[config.mk]
export PLATFORM = sky130hd
export DESIGN_NAME = linear_probe_pair_table
export DESIGN_NICKNAME = d
export VERILOG_FILES = /design/src/lppt_pkg.sv /design/src/linear_probe_pair_table.sv /design/src/lppt_hash.sv
export SDC_FILE = /design/constraint.sdc
export NUM_CORES = 1
export LEC_CHECK = 0
export BUFFER_PORTS_ARGS = -buffer_cell sky130_fd_sc_hd__buf_2
export CAP_MARGIN = 10
export CORE_MARGIN = 4
export CORE_UTILIZATION = 60
export CTS_CLUSTER_DIAMETER = 100
export DETAILED_ROUTE_END_ITERATION = 10
export PLACE_DENSITY = 0.87
export SYNTH_ARGS = -nofsm -noshare
export SYNTH_HDL_FRONTEND = slang
export SYNTH_SLANG_ARGS = --single-unit
[constraint.sdc]
create_clock -name clk -period 6.8 [get_ports clk]
set_input_delay 0 -clock clk [delete_from_list [all_inputs] [get_ports clk]]
set_output_delay 0 -clock clk [all_outputs]
set_load 0.02 [all_outputs]
[src/lppt_pkg.sv]
package lppt_pkg;

  localparam int KEY_W  = 32;
  localparam int SLOT_W = 5;

  localparam logic [1:0] OP_OPEN   = 2'd0;
  localparam logic [1:0] OP_CLOSE  = 2'd1;
  localparam logic [1:0] OP_LOOKUP = 2'd2;

  localparam logic [1:0] ST_OK        = 2'd0;
  localparam logic [1:0] ST_MISMATCH  = 2'd1;
  localparam logic [1:0] ST_FULL      = 2'd2;
  localparam logic [1:0] ST_NOT_FOUND = 2'd3;

  localparam logic [1:0] REG_WORLD  = 2'd0;
  localparam logic [1:0] REG_LINE   = 2'd1;
  localparam logic [1:0] REG_SERVER = 2'd2;

  typedef struct packed {
    logic [1:0]       opcode;
    logic [KEY_W-1:0] proc_first;
    logic [KEY_W-1:0] proc_second;
  } cmd_t;

  typedef struct packed {
    logic [1:0]        status;
    logic              found;
    logic [SLOT_W-1:0] slot;
  } result_t;

endpackage

[src/linear_probe_pair_table.sv]
// Channel   | Signals                              | Transfer
// ----------+--------------------------------------+------------------------------------
// command   | start, busy, cmd                     | edge with start high and busy low
// result    | done, result                         | one cycle with done high, no stall
// config    | psel, penable, pwrite, paddr, pwdata | setup then access, pready tied high
//
// After reset the table is cleared, one slot a cycle, over all DEPTH slots (24 by
// default) with busy high. A command whose fields mismatch, or an unused opcode, gives
// its result in the next cycle. Otherwise the key is reduced modulo DEPTH and the
// table (one read port, one write port) is probed one slot a cycle, up to all DEPTH
// slots. busy falls in the cycle that done is high.
module linear_probe_pair_table #(
  parameter int MAX_SERVERS = 8
) (
  input  logic                clk,
  input  logic                rst,
  input  logic                start,
  output logic                busy,
  input  lppt_pkg::cmd_t      cmd,
  output logic                done,
  output lppt_pkg::result_t   result,
  input  logic                psel,
  input  logic                penable,
  input  logic                pwrite,
  input  logic [3:0]          paddr,
  input  logic [31:0]         pwdata,
  output logic [31:0]         prdata,
  output logic                pready
);
  import lppt_pkg::*;

  localparam int DEPTH  = MAX_SERVERS * ((MAX_SERVERS - 1) >> 1);
  localparam int IW     = $clog2(DEPTH);
  localparam int WORD_W = KEY_W + 1;

  typedef enum logic [3:0] {
    S_CLEAR = 4'b0001,
    S_IDLE  = 4'b0010,
    S_HASH  = 4'b0100,
    S_PROBE = 4'b1000
  } state_t;

  state_t            state;
  logic [31:0]       world_mask;
  logic [31:0]       line_mask;
  logic [31:0]       server_mask;
  logic [WORD_W-1:0] mem [DEPTH];
  logic [WORD_W-1:0] mem_q;
  logic [IW-1:0]     p_idx;
  logic [IW-1:0]     q_idx;
  logic              q_vld;
  logic [IW-1:0]     ev_cnt;
  logic [KEY_W-1:0]  key;
  logic [1:0]        op;

  logic              accept;
  logic              cfg_write;
  logic              probe_op;
  logic              mismatch;
  logic [KEY_W-1:0]  cmd_key;
  logic              hash_last;
  logic [IW-1:0]     hash_rem;
  logic [IW-1:0]     p_idx_next;
  logic              eval;
  logic              e_valid;
  logic              e_eq;
  logic              e_stop;
  logic              e_miss;
  logic              wr_en;
  logic [IW-1:0]     wr_addr;
  logic [WORD_W-1:0] wr_data;
  result_t           e_res;

  assign busy      = (state != S_IDLE);
  assign accept    = start && !busy;
  assign pready    = 1'b1;
  assign cfg_write = psel && penable && pwrite;

  always_comb begin
    case (paddr[3:2])
      REG_WORLD:  prdata = world_mask;
      REG_LINE:   prdata = line_mask;
      REG_SERVER: prdata = server_mask;
      default:    prdata = '0;
    endcase
  end

  always_ff @(posedge clk) begin
    if (rst) begin
      world_mask  <= '0;
      line_mask   <= '0;
      server_mask <= '0;
    end else if (cfg_write) begin
      case (paddr[3:2])
        REG_WORLD:  world_mask  <= pwdata;
        REG_LINE:   line_mask   <= pwdata;
        REG_SERVER: server_mask <= pwdata;
        default:    ;
      endcase
    end
  end

  assign cmd_key  = (cmd.proc_first & server_mask) | (cmd.proc_second & server_mask);
  assign probe_op = (cmd.opcode inside {OP_OPEN, OP_CLOSE, OP_LOOKUP});

  always_comb begin
    mismatch = ((cmd.proc_first & line_mask) != (cmd.proc_second & line_mask));
    if (cmd.opcode != OP_OPEN) begin
      mismatch = mismatch ||
                 ((cmd.proc_first & world_mask) != (cmd.proc_second & world_mask));
    end
  end

  lppt_hash #(
    .DEPTH (DEPTH)
  ) u_hash (
    .clk  (clk),
    .rst  (rst),
    .go   (accept && probe_op && !mismatch),
    .key  (cmd_key),
    .last (hash_last),
    .rem  (hash_rem)
  );

  assign p_idx_next = (p_idx == IW'(DEPTH - 1)) ? '0 : p_idx + 1'b1;

  // Evaluation of the slot read in the previous cycle.
  assign eval    = (state == S_PROBE) && q_vld;
  assign e_valid = mem_q[KEY_W];
  assign e_eq    = (mem_q[KEY_W-1:0] == key);

  always_comb begin
    e_res   = '{status: ST_OK, found: 1'b0, slot: SLOT_W'(q_idx)};
    e_stop  = 1'b0;
    wr_en   = 1'b0;
    wr_addr = q_idx;
    wr_data = '0;
    if (state == S_CLEAR) begin
      wr_en   = 1'b1;
      wr_addr = p_idx;
    end else if (eval) begin
      if (op == OP_OPEN) begin
        if (!e_valid) begin
          e_stop  = 1'b1;
          wr_en   = 1'b1;
          wr_data = {1'b1, key};
        end else if (e_eq) begin
          e_stop      = 1'b1;
          e_res.found = 1'b1;
        end
      end else if (e_valid && e_eq) begin
        e_stop      = 1'b1;
        e_res.found = 1'b1;
        wr_en       = (op == OP_CLOSE);
      end
    end
    e_miss = eval && !e_stop && (ev_cnt == IW'(DEPTH - 1));
    if (e_miss) begin
      e_res.slot = '0;
      case (op)
        OP_OPEN:   e_res.status = ST_FULL;
        OP_LOOKUP: e_res.status = ST_NOT_FOUND;
        default:   e_res.status = ST_OK;
      endcase
    end
  end

  always_ff @(posedge clk) begin
    if (wr_en) begin
      mem[wr_addr] <= wr_data;
    end
    mem_q <= mem[p_idx];
  end

  always_ff @(posedge clk) begin
    if (rst) begin
      state  <= S_CLEAR;
      p_idx  <= '0;
      q_vld  <= 1'b0;
      ev_cnt <= '0;
      done   <= 1'b0;
    end else begin
      done  <= 1'b0;
      q_vld <= (state == S_PROBE);
      case (state)
        S_CLEAR: begin
          p_idx <= p_idx_next;
          if (p_idx == IW'(DEPTH - 1)) begin
            state <= S_IDLE;
          end
        end
        S_IDLE: begin
          if (accept) begin
            if (probe_op && !mismatch) begin
              state <= S_HASH;
            end else begin
              done <= 1'b1;
            end
          end
        end
        S_HASH: begin
          if (hash_last) begin
            p_idx  <= hash_rem;
            ev_cnt <= '0;
            state  <= S_PROBE;
          end
        end
        S_PROBE: begin
          p_idx <= p_idx_next;
          if (eval) begin
            ev_cnt <= ev_cnt + 1'b1;
          end
          if (e_stop || e_miss) begin
            done  <= 1'b1;
            state <= S_IDLE;
          end
        end
        default: state <= S_IDLE;
      endcase
    end
  end

  always_ff @(posedge clk) begin
    q_idx <= p_idx;
    if (accept) begin
      key <= cmd_key;
      op  <= cmd.opcode;
      if (!probe_op) begin
        result <= '{status: ST_OK, found: 1'b0, slot: '0};
      end else begin
        result <= '{status: ST_MISMATCH, found: 1'b0, slot: '0};
      end
    end else if (e_stop || e_miss) begin
      result <= e_res;
    end
  end

  a_done_when_idle: assert property (@(posedge clk) disable iff (rst)
    done |-> !busy)
    else $error("result strobe while the table is still busy");

  a_found_ok: assert property (@(posedge clk) disable iff (rst)
    (done && result.found) |-> (result.status == ST_OK))
    else $error("found reported with a failing status");

  a_accept_progress: assert property (@(posedge clk) disable iff (rst)
    (start && !busy) |=> (busy || done))
    else $error("accepted command neither started nor answered");

endmodule

[src/lppt_hash.sv]
module lppt_hash #(
  parameter int DEPTH = 24
) (
  input  logic                          clk,
  input  logic                          rst,
  input  logic                          go,
  input  logic [lppt_pkg::KEY_W-1:0]    key,
  output logic                          last,
  output logic [$clog2(DEPTH)-1:0]      rem
);
  import lppt_pkg::*;

  localparam int IW    = $clog2(DEPTH);
  localparam int RW    = IW + 1;
  localparam int STEPS = 8;
  localparam int NCYC  = KEY_W / STEPS;
  localparam int CW    = $clog2(NCYC);

  logic             active;
  logic [CW-1:0]    cnt;
  logic [KEY_W-1:0] shreg;
  logic [IW-1:0]    r;
  logic [RW-1:0]    acc;

  // Eight bits of the key a cycle, most significant first, one
  // shift-and-subtract step for each bit.
  always_comb begin
    acc = RW'(r);
    for (int i = 0; i < STEPS; i++) begin
      acc = {acc[RW-2:0], shreg[KEY_W-1-i]};
      if (acc >= RW'(DEPTH)) begin
        acc = acc - RW'(DEPTH);
      end
    end
  end

  assign rem  = acc[IW-1:0];
  assign last = active && (cnt == CW'(NCYC - 1));

  always_ff @(posedge clk) begin
    if (rst) begin
      active <= 1'b0;
      cnt    <= '0;
    end else if (go) begin
      active <= 1'b1;
      cnt    <= '0;
    end else if (active) begin
      cnt <= cnt + 1'b1;
      if (last) begin
        active <= 1'b0;
      end
    end
  end

  always_ff @(posedge clk) begin
    if (go) begin
      shreg <= key;
      r     <= '0;
    end else if (active) begin
      shreg <= shreg << STEPS;
      r     <= rem;
    end
  end

endmodule
==> reports/metrics.yaml, run 1 <==
status: "complete, no violations"
root_buffer: "clkbuf_16"
antenna_found_initial: 7
path_delay_family: "simple AND/OR/NAND/NOR gates"
clkSinkCount: 1024
synth_top_area_frac: 0.640
wl_per_cell_um: 30.2
final_nets: 2740
nFillCells: 3898
rsz0062_at_grt: "no"
grt_pass1_wl_mm: 159
fin_crit_sh: 0.739
place_hpwl_mm: 63.2
viasPerCell: 6.70
max_stage_delay_ns: 1.00
sw_frac_of_total: 0.286
comb_power_share: 0.213
finalSetupViolCount: 0
path_class: "flop to flop"
cap_violations: 0
synth_nets: 2460
internal-power_uw: 11900
portBuffers: 147
fin_area_um2: 46800
rows: 95
cp_slowest_cell: "nor4_1"
peakVddDrop_mv: 0.264
netlist_instances: 2347
hp-class: "primary input to flop"
gr-total-overflow: 0
yosys_warnings: 0
switchingPower_uw: 4760
io_pins: 151
clk_latency_ns: 0.64
crit_required_ns: 7.13
drive_gt1_frac: 0.228
tightest_slew_ns: 1.18
antenna_left: 0
fmax_mhz: 199
p_clk_frac: 0.319
cp_cell_sequence: "xnor2_1, nand4_1, nor4_1, nand3_1, mux2i_1, and3_1, or2_2, a32oi_1, buf_4, nor2_4, buf_4"
num_vias: 24000
clkTransAtPathRegs_ns: 0.06
path_max_fanout: 22
critPathBufInv: 2
cp_data_arrival_time_ns: 5.35
grt_pass1_vias: 24000
ys_ff_latch: 1024
htree_levels: 3
tritoncts: "done"
wl_mm: 108
p_per_area_nw_per_um2: 355
synth_top_area_cell: "edfxtp_1"
drc: 0
grt_max_degree: 101
leakage_uw: 0.0140
dieArea_um2: 72000
end_kind: "flop"
chipHeight_um: 268
initialDrtViolationCount: 3841
p_seq_frac: 0.468
slew_violations: 0
setup_tns_ns: 0
area_delta_synth_final_pct: 15.2
cts_inserted_buffers: 96
core_um2: 67200
start_util: 0.605
total_power_uw: 16600
startpoint_type: "flop"
period_needed_ns: 5.03
drt_first_pass_iters: 6
syn-cell-area_um2: 40700
gp_congestion: 0.968
synth-edff-count: 866
cpMostUsedCell: "buf_4"
slew_headroom: 0.204
cts.path.max_buffers: 3
placed_area_um2: 42600
die_x_um: 268
syn_avg_cell_area_um2: 17.3
ys_top_cells_by_area: "edfxtp_1, mux4_2, dfxtp_1"
grt_usage: 0.302
async_flop_share: 0
synth-main-ff-cell: "edfxtp_1"
yosysSeqAreaShare: 0.718
yosysUniqueCellTypes: 69
finalClockSkew_ns: 0.0227
hold_violations: 0
post_cts_buffers: 0
==> state kept, by name, summed over array words and instances (netlist names), 8 cells and up <==
signal / flops
u_hash.shreg: 32
result: 8
mem: 792
key: 32
server_mask: 32
mem_q: 33
world_mask: 32
line_mask: 32
==> cells by family (layout without fill, tap and decap cells) <==
group,after synthesis,after routing,share of synthesized area
DFF,1024,1024,0.718
and+or+nand+nor,488,488,0.0543
muxes,331,331,0.153
AOI/OAI and AO/OA,293,293,0.0449
buffers and inverters,136,496,0.0133
xor gates and xnor gates,69,69,0.0149
adders and majority gates,5,5,0.00154
other,1,3,0.0000923
==> placed cells by master, fill, tap and decap left out, types with 10 or more instances in the layout <==
master,synthesis,routed
edfxtp_1,866,866
buf_4,3,48
nand4_1,14,14
dfxtp_1,158,153
and2_1,36,36
a221oi_1,10,10
nor2_1,96,72
mux4_2,231,231
mux2_1,24,24
nor3_1,14,13
clkbuf_1,91,21
nand2b_1,11,11
xor2_1,38,38
mux2i_1,74,74
buf_2,4,146
nor2_4,0,24
clkinv_1,0,19
o21a_1,33,33
nand2_1,256,256
nand3_1,13,13
clkinv_2,0,15
and3_1,16,16
clkbuf_16,0,98
a21oi_1,144,144
a22o_1,10,10
xnor2_1,31,31
dlygate4sd3_1,0,113
a22oi_1,16,16
o21ai_0,43,43
==> per-stage QoR <==
step	util	hold WS (ns)	setup WS (ns)	cells
final	0.697	0.0594	1.77	3582
after global routing	0.697	0.0345	1.62	3580
after CTS	0.697	0.00884	2.03	3580
after detailed placement	0.634	0.269	2.07	3289
after global placement	0.634	0.263	2.38	3289
after floorplan	-	0.0989	3.21	2347
==> power by group through the flow <==
stage,Clock [µW],Combinational [µW],Sequential [µW]
detailed placement,0,3430,7890
CTS,5330,3550,7780
global route,5610,3740,7830
global placement,0,3270,7820
finish,5300,3550,7790
floorplan,0,2520,7610
==> cells in the mapped netlist (all sizes together) (8+ instances only) <==
cell / n
edfxtp: 866
nand2: 256
mux4: 231
dfxtp: 158
a21oi: 146
nor2: 96
clkbuf: 91
mux2i: 74
o21ai: 44
xor2: 38
buf: 37
and2: 36
o21a: 33
xnor2: 31
mux2: 26
a22oi: 16
and3: 16
nand4: 14
nor3: 14
nand3: 13
a221oi: 11
nand2b: 11
a22o: 10
inv: 8
==> layout make-up <==
| cell class | instances | area [µm²] | share of cell area |
|---|---|---|---|
| well taps | 873 | 1090 | 0.0233 |
| flip-flops and latches | 1024 | 29200 | 0.623 |
| diodes | 2 | 5.00 | 0.000107 |
| repair buffers | 310 | 2280 | 0.0487 |
| clock buffers | 129 | 2650 | 0.0566 |
| clock inverters | 49 | 432 | 0.00922 |
| inverters | 8 | 30.0 | 0.000641 |
| multi-input cells | 1187 | 11100 | 0.238 |
==> metal layers <==
metal  GRT usage  share of wire  up-vias
met1       0.413           0.35    12100
met3      0.0648           0.11      379
met4       0.108          0.043        6
li1            -              -     9776
met2       0.489           0.50     1778
met5           0        0.00037        -
==> worst min-delay path, cell delays in order <==
cell,delay (ns)
buf_2,0.09
nand4_1,0.08
buf_4,0.29
nand2_1,0.12
a21oi_1,0.06
==> worst paths after layout <==
check / from / to / slack, ns / depth (start not counted)
max: key[6] / mem[3][29] / 1.77 / 11
min: psel / server_mask[11] / 0.06 / 5
max reg2reg: key[6] / mem[3][29] / 1.77 / 11
min reg2reg: server_mask[31] / server_mask[31] / 0.48 / 2
==> repair_timing <==
item                                   4_1_cts  5_1_grt
endpoints found under the hold margin      170        0
hold buffers                               113        0
resized for setup                            0        0
Power figures use the tool's default switching activity.
==> run 2, diff against run 1 <==
--- a/config.mk
+++ b/config.mk
@@ -8,10 +8,10 @@
 export BUFFER_PORTS_ARGS = -buffer_cell sky130_fd_sc_hd__buf_2
 export CAP_MARGIN = 10
 export CORE_MARGIN = 4
-export CORE_UTILIZATION = 60
+export CORE_UTILIZATION = 56
 export CTS_CLUSTER_DIAMETER = 100
 export DETAILED_ROUTE_END_ITERATION = 10
-export PLACE_DENSITY = 0.87
+export PLACE_DENSITY = 0.85
 export SYNTH_ARGS = -nofsm -noshare
 export SYNTH_HDL_FRONTEND = slang
 export SYNTH_SLANG_ARGS = --single-unit
==> constraint.sdc (replaced) <==
create_clock -name clk -period 4.5 [get_ports clk]
set_input_delay 0 -clock clk [delete_from_list [all_inputs] [get_ports clk]]
set_output_delay 0 -clock clk [all_outputs]
set_load 0.02 [all_outputs]
==> run 2 against run 1 <==
Against the previous run:
- die area rose by 6.9%
- sequential cell count did not move
- register-to-register slack got worse by 1.6 ns
- worst hold slack improved by 0.016 ns
- clock skew rose by 0.0016 ns
- non-clock buffer count rose by 5
- setup slack got worse by 1.6 ns
- first-iteration DRC count rose by 0.76%
- clock power rose by 50%
- count of clock-buffer cells in the layout rose by 2
- largest power group unchanged
==> reports/metrics.yaml, run 2 (synthesis gave the netlist of run 1 again) <==
fmax_mhz: 231  # +16%
cp_cell_sequence: "xnor2_1, nand4_1, nor4_1, nand3_1, mux2i_1, and3_1, or2_2, a21oi_1, buf_4, nor2_4, buf_4"
post_cts_resized: 0  # unchanged
peakVddDrop_mv: 0.379  # +44%
cap_violations: 0  # unchanged
leakage_uw: 0.0140  # +0.15%
largest_reg_flops: 792  # unchanged
path_max_fanout: 33  # +50%
grt_max_degree: 79  # -22%
dp.cells: 3372  # +2.5%
nFillCells: 4504  # +16%
timing.rr.start: "key[6]"
p_clk_frac: 0.317  # -0.002
drc: 0  # unchanged
crit_start: "key[6]"
tightest_slew_ns: 1.22  # +0.0334 ns
utilization: 0.655  # -0.0422
cp_slowest_cell: "nor4_1"
fin_crit_sh: 0.962  # +0.222
setup_tns_ns: 0  # unchanged
drive_gt1_frac: 0.231  # +0.00247
grt_usage: 0.277  # -0.0244
tritoncts: "done"
period_needed_ns: 4.33  # -0.699 ns
grt_pass1_vias: 24200  # +0.78%
p_seq_frac: 0.465  # -0.003
status: "complete, no violations"
holdWs_ns: 0.0754  # +0.0161 ns
startpoint_type: "flop"
hold_violations: 0  # unchanged
clkTransAtPathRegs_ns: 0.06  # about the same
final_nets: 2747  # +0.26%
htree_levels: 3  # unchanged
switchingPower_uw: 7170  # +51%
area_delta_synth_final_pct: 15.6
total_power_uw: 25000  # +51%
wl_mm: 107  # -0.55%
initialDrtViolationCount: 3870  # +0.76%
rsz0062_at_grt: "no"
drt_first_pass_iters: 6  # unchanged
internal-power_uw: 17900  # +50%
finalClockSkew_ns: 0.0243  # +0.00160 ns
crit_required_ns: 4.79  # -2.34 ns
clkSinkCount: 1024  # unchanged
finalSetupViolCount: 0  # unchanged
fin_cells: 3669  # +2.4%
antenna_found_initial: 6  # -1
cp_data_arrival_time_ns: 4.62  # -0.73 ns
sw_frac_of_total: 0.286  # +0.000484
min-delay-start: "cmd[62]"
final_cell_mix: "edfxtp_1, nand2_1, mux4_2"
slew_violations: 0  # unchanged
cpMostUsedCell: "buf_4"
cts_inserted_buffers: 98  # +2.1%
largest_register: "mem"
comb_power_share: 0.218  # +0.005
io_pins: 151  # unchanged
root_buffer: "clkbuf_16"
grt_pass1_wl_mm: 160  # +0.54%
antenna_left: 0  # unchanged
chipHeight_um: 277  # +3.4%
multi_input_area_um2: 11100  # unchanged
cts.path.max_buffers: 3  # unchanged
die_x_um: 277  # +3.4%
dieArea_um2: 77000  # +6.9%
start_util: 0.567  # -0.0386
hp-class: "primary input to flop"
portBuffers: 147  # unchanged
end_kind: "flop"
slew_headroom: 0.185  # -0.0194
reg.largest.list: "mem (792), mem_q (33)"
viasPerCell: 6.51  # -2.8%
register_area_um2: 29200  # unchanged
wl_per_cell_um: 29.3  # -2.9%
gr-total-overflow: 0  # unchanged
max_stage_delay_ns: 0.79  # -0.21 ns
clk_latency_ns: 0.67  # +0.03 ns
place_hpwl_mm: 60.5  # -4.3%
gp_congestion: 0.957  # -1.1%
p_per_area_nw_per_um2: 533  # +50%
path_class: "flop to flop"
mostFrequentLayoutCell: "edfxtp_1"
rows: 98  # +3.2%
num_vias: 23900  # -0.46%
core_um2: 71700  # +6.8%
## run 2: worst paths after layout
check	depth (start not counted)	slack, ns	endpoint
min reg2reg	2	0.48	world_mask[24]
min	3	0.08	u_hash.shreg[30]
max reg2reg	11	0.17	mem[10][16]
max	11	0.17	mem[10][16]
## run 2: critical path, delay by kind of cell, from the launching register on
family	cells	cell delay (ns)
multiplexers	1	0.33
AND/OR/NAND/NOR	6	1.85
XOR/XNOR	1	0.21
flip-flops	1	0.41
buffers and inverters	2	0.81
AO/OA/AOI/OAI	1	0.31
## run 2: layer usage
| layer | global-route usage | share of wire |
|---|---|---|
| met1 | 0.362 | 0.35 |
| met5 | 0 | 0.00031 |
| met4 | 0.115 | 0.047 |
| met2 | 0.464 | 0.51 |
| met3 | 0.0518 | 0.099 |
## run 2: area by class of cell
class	count	area share
inverters	8	0.000639
clock buffers	131	0.0572
repair buffers	315	0.0501
clock inverters	52	0.00820
flip-flops and latches	1024	0.621
multi-input cells	1187	0.237
diodes	2	0.000107
well taps	950	0.0253
## run 2: per-stage QoR
step	setup WS, ns	cell area (µm²)
floorplan	0.910	40700
global placement	0.527	42800
detailed placement	0.370	42800
CTS	0.273	47000
global route	0.0648	47000
finish	0.173	47000
## run 2: power by group through the flow
stage               registers, µW  logic (µW)  clock network [µW]
finish                      11600        5460                7930
global route                11700        5770                8430
CTS                         11600        5460                7990
detailed placement          11800        5270                   0
global placement            11700        5100                   0
floorplan                   11500        3800                   0
## run 2: timing repair
action | CTS | global route
setup buffers | 0 | 0
hold endpoints to repair | 177 | 0
hold buffers | 112 | 0
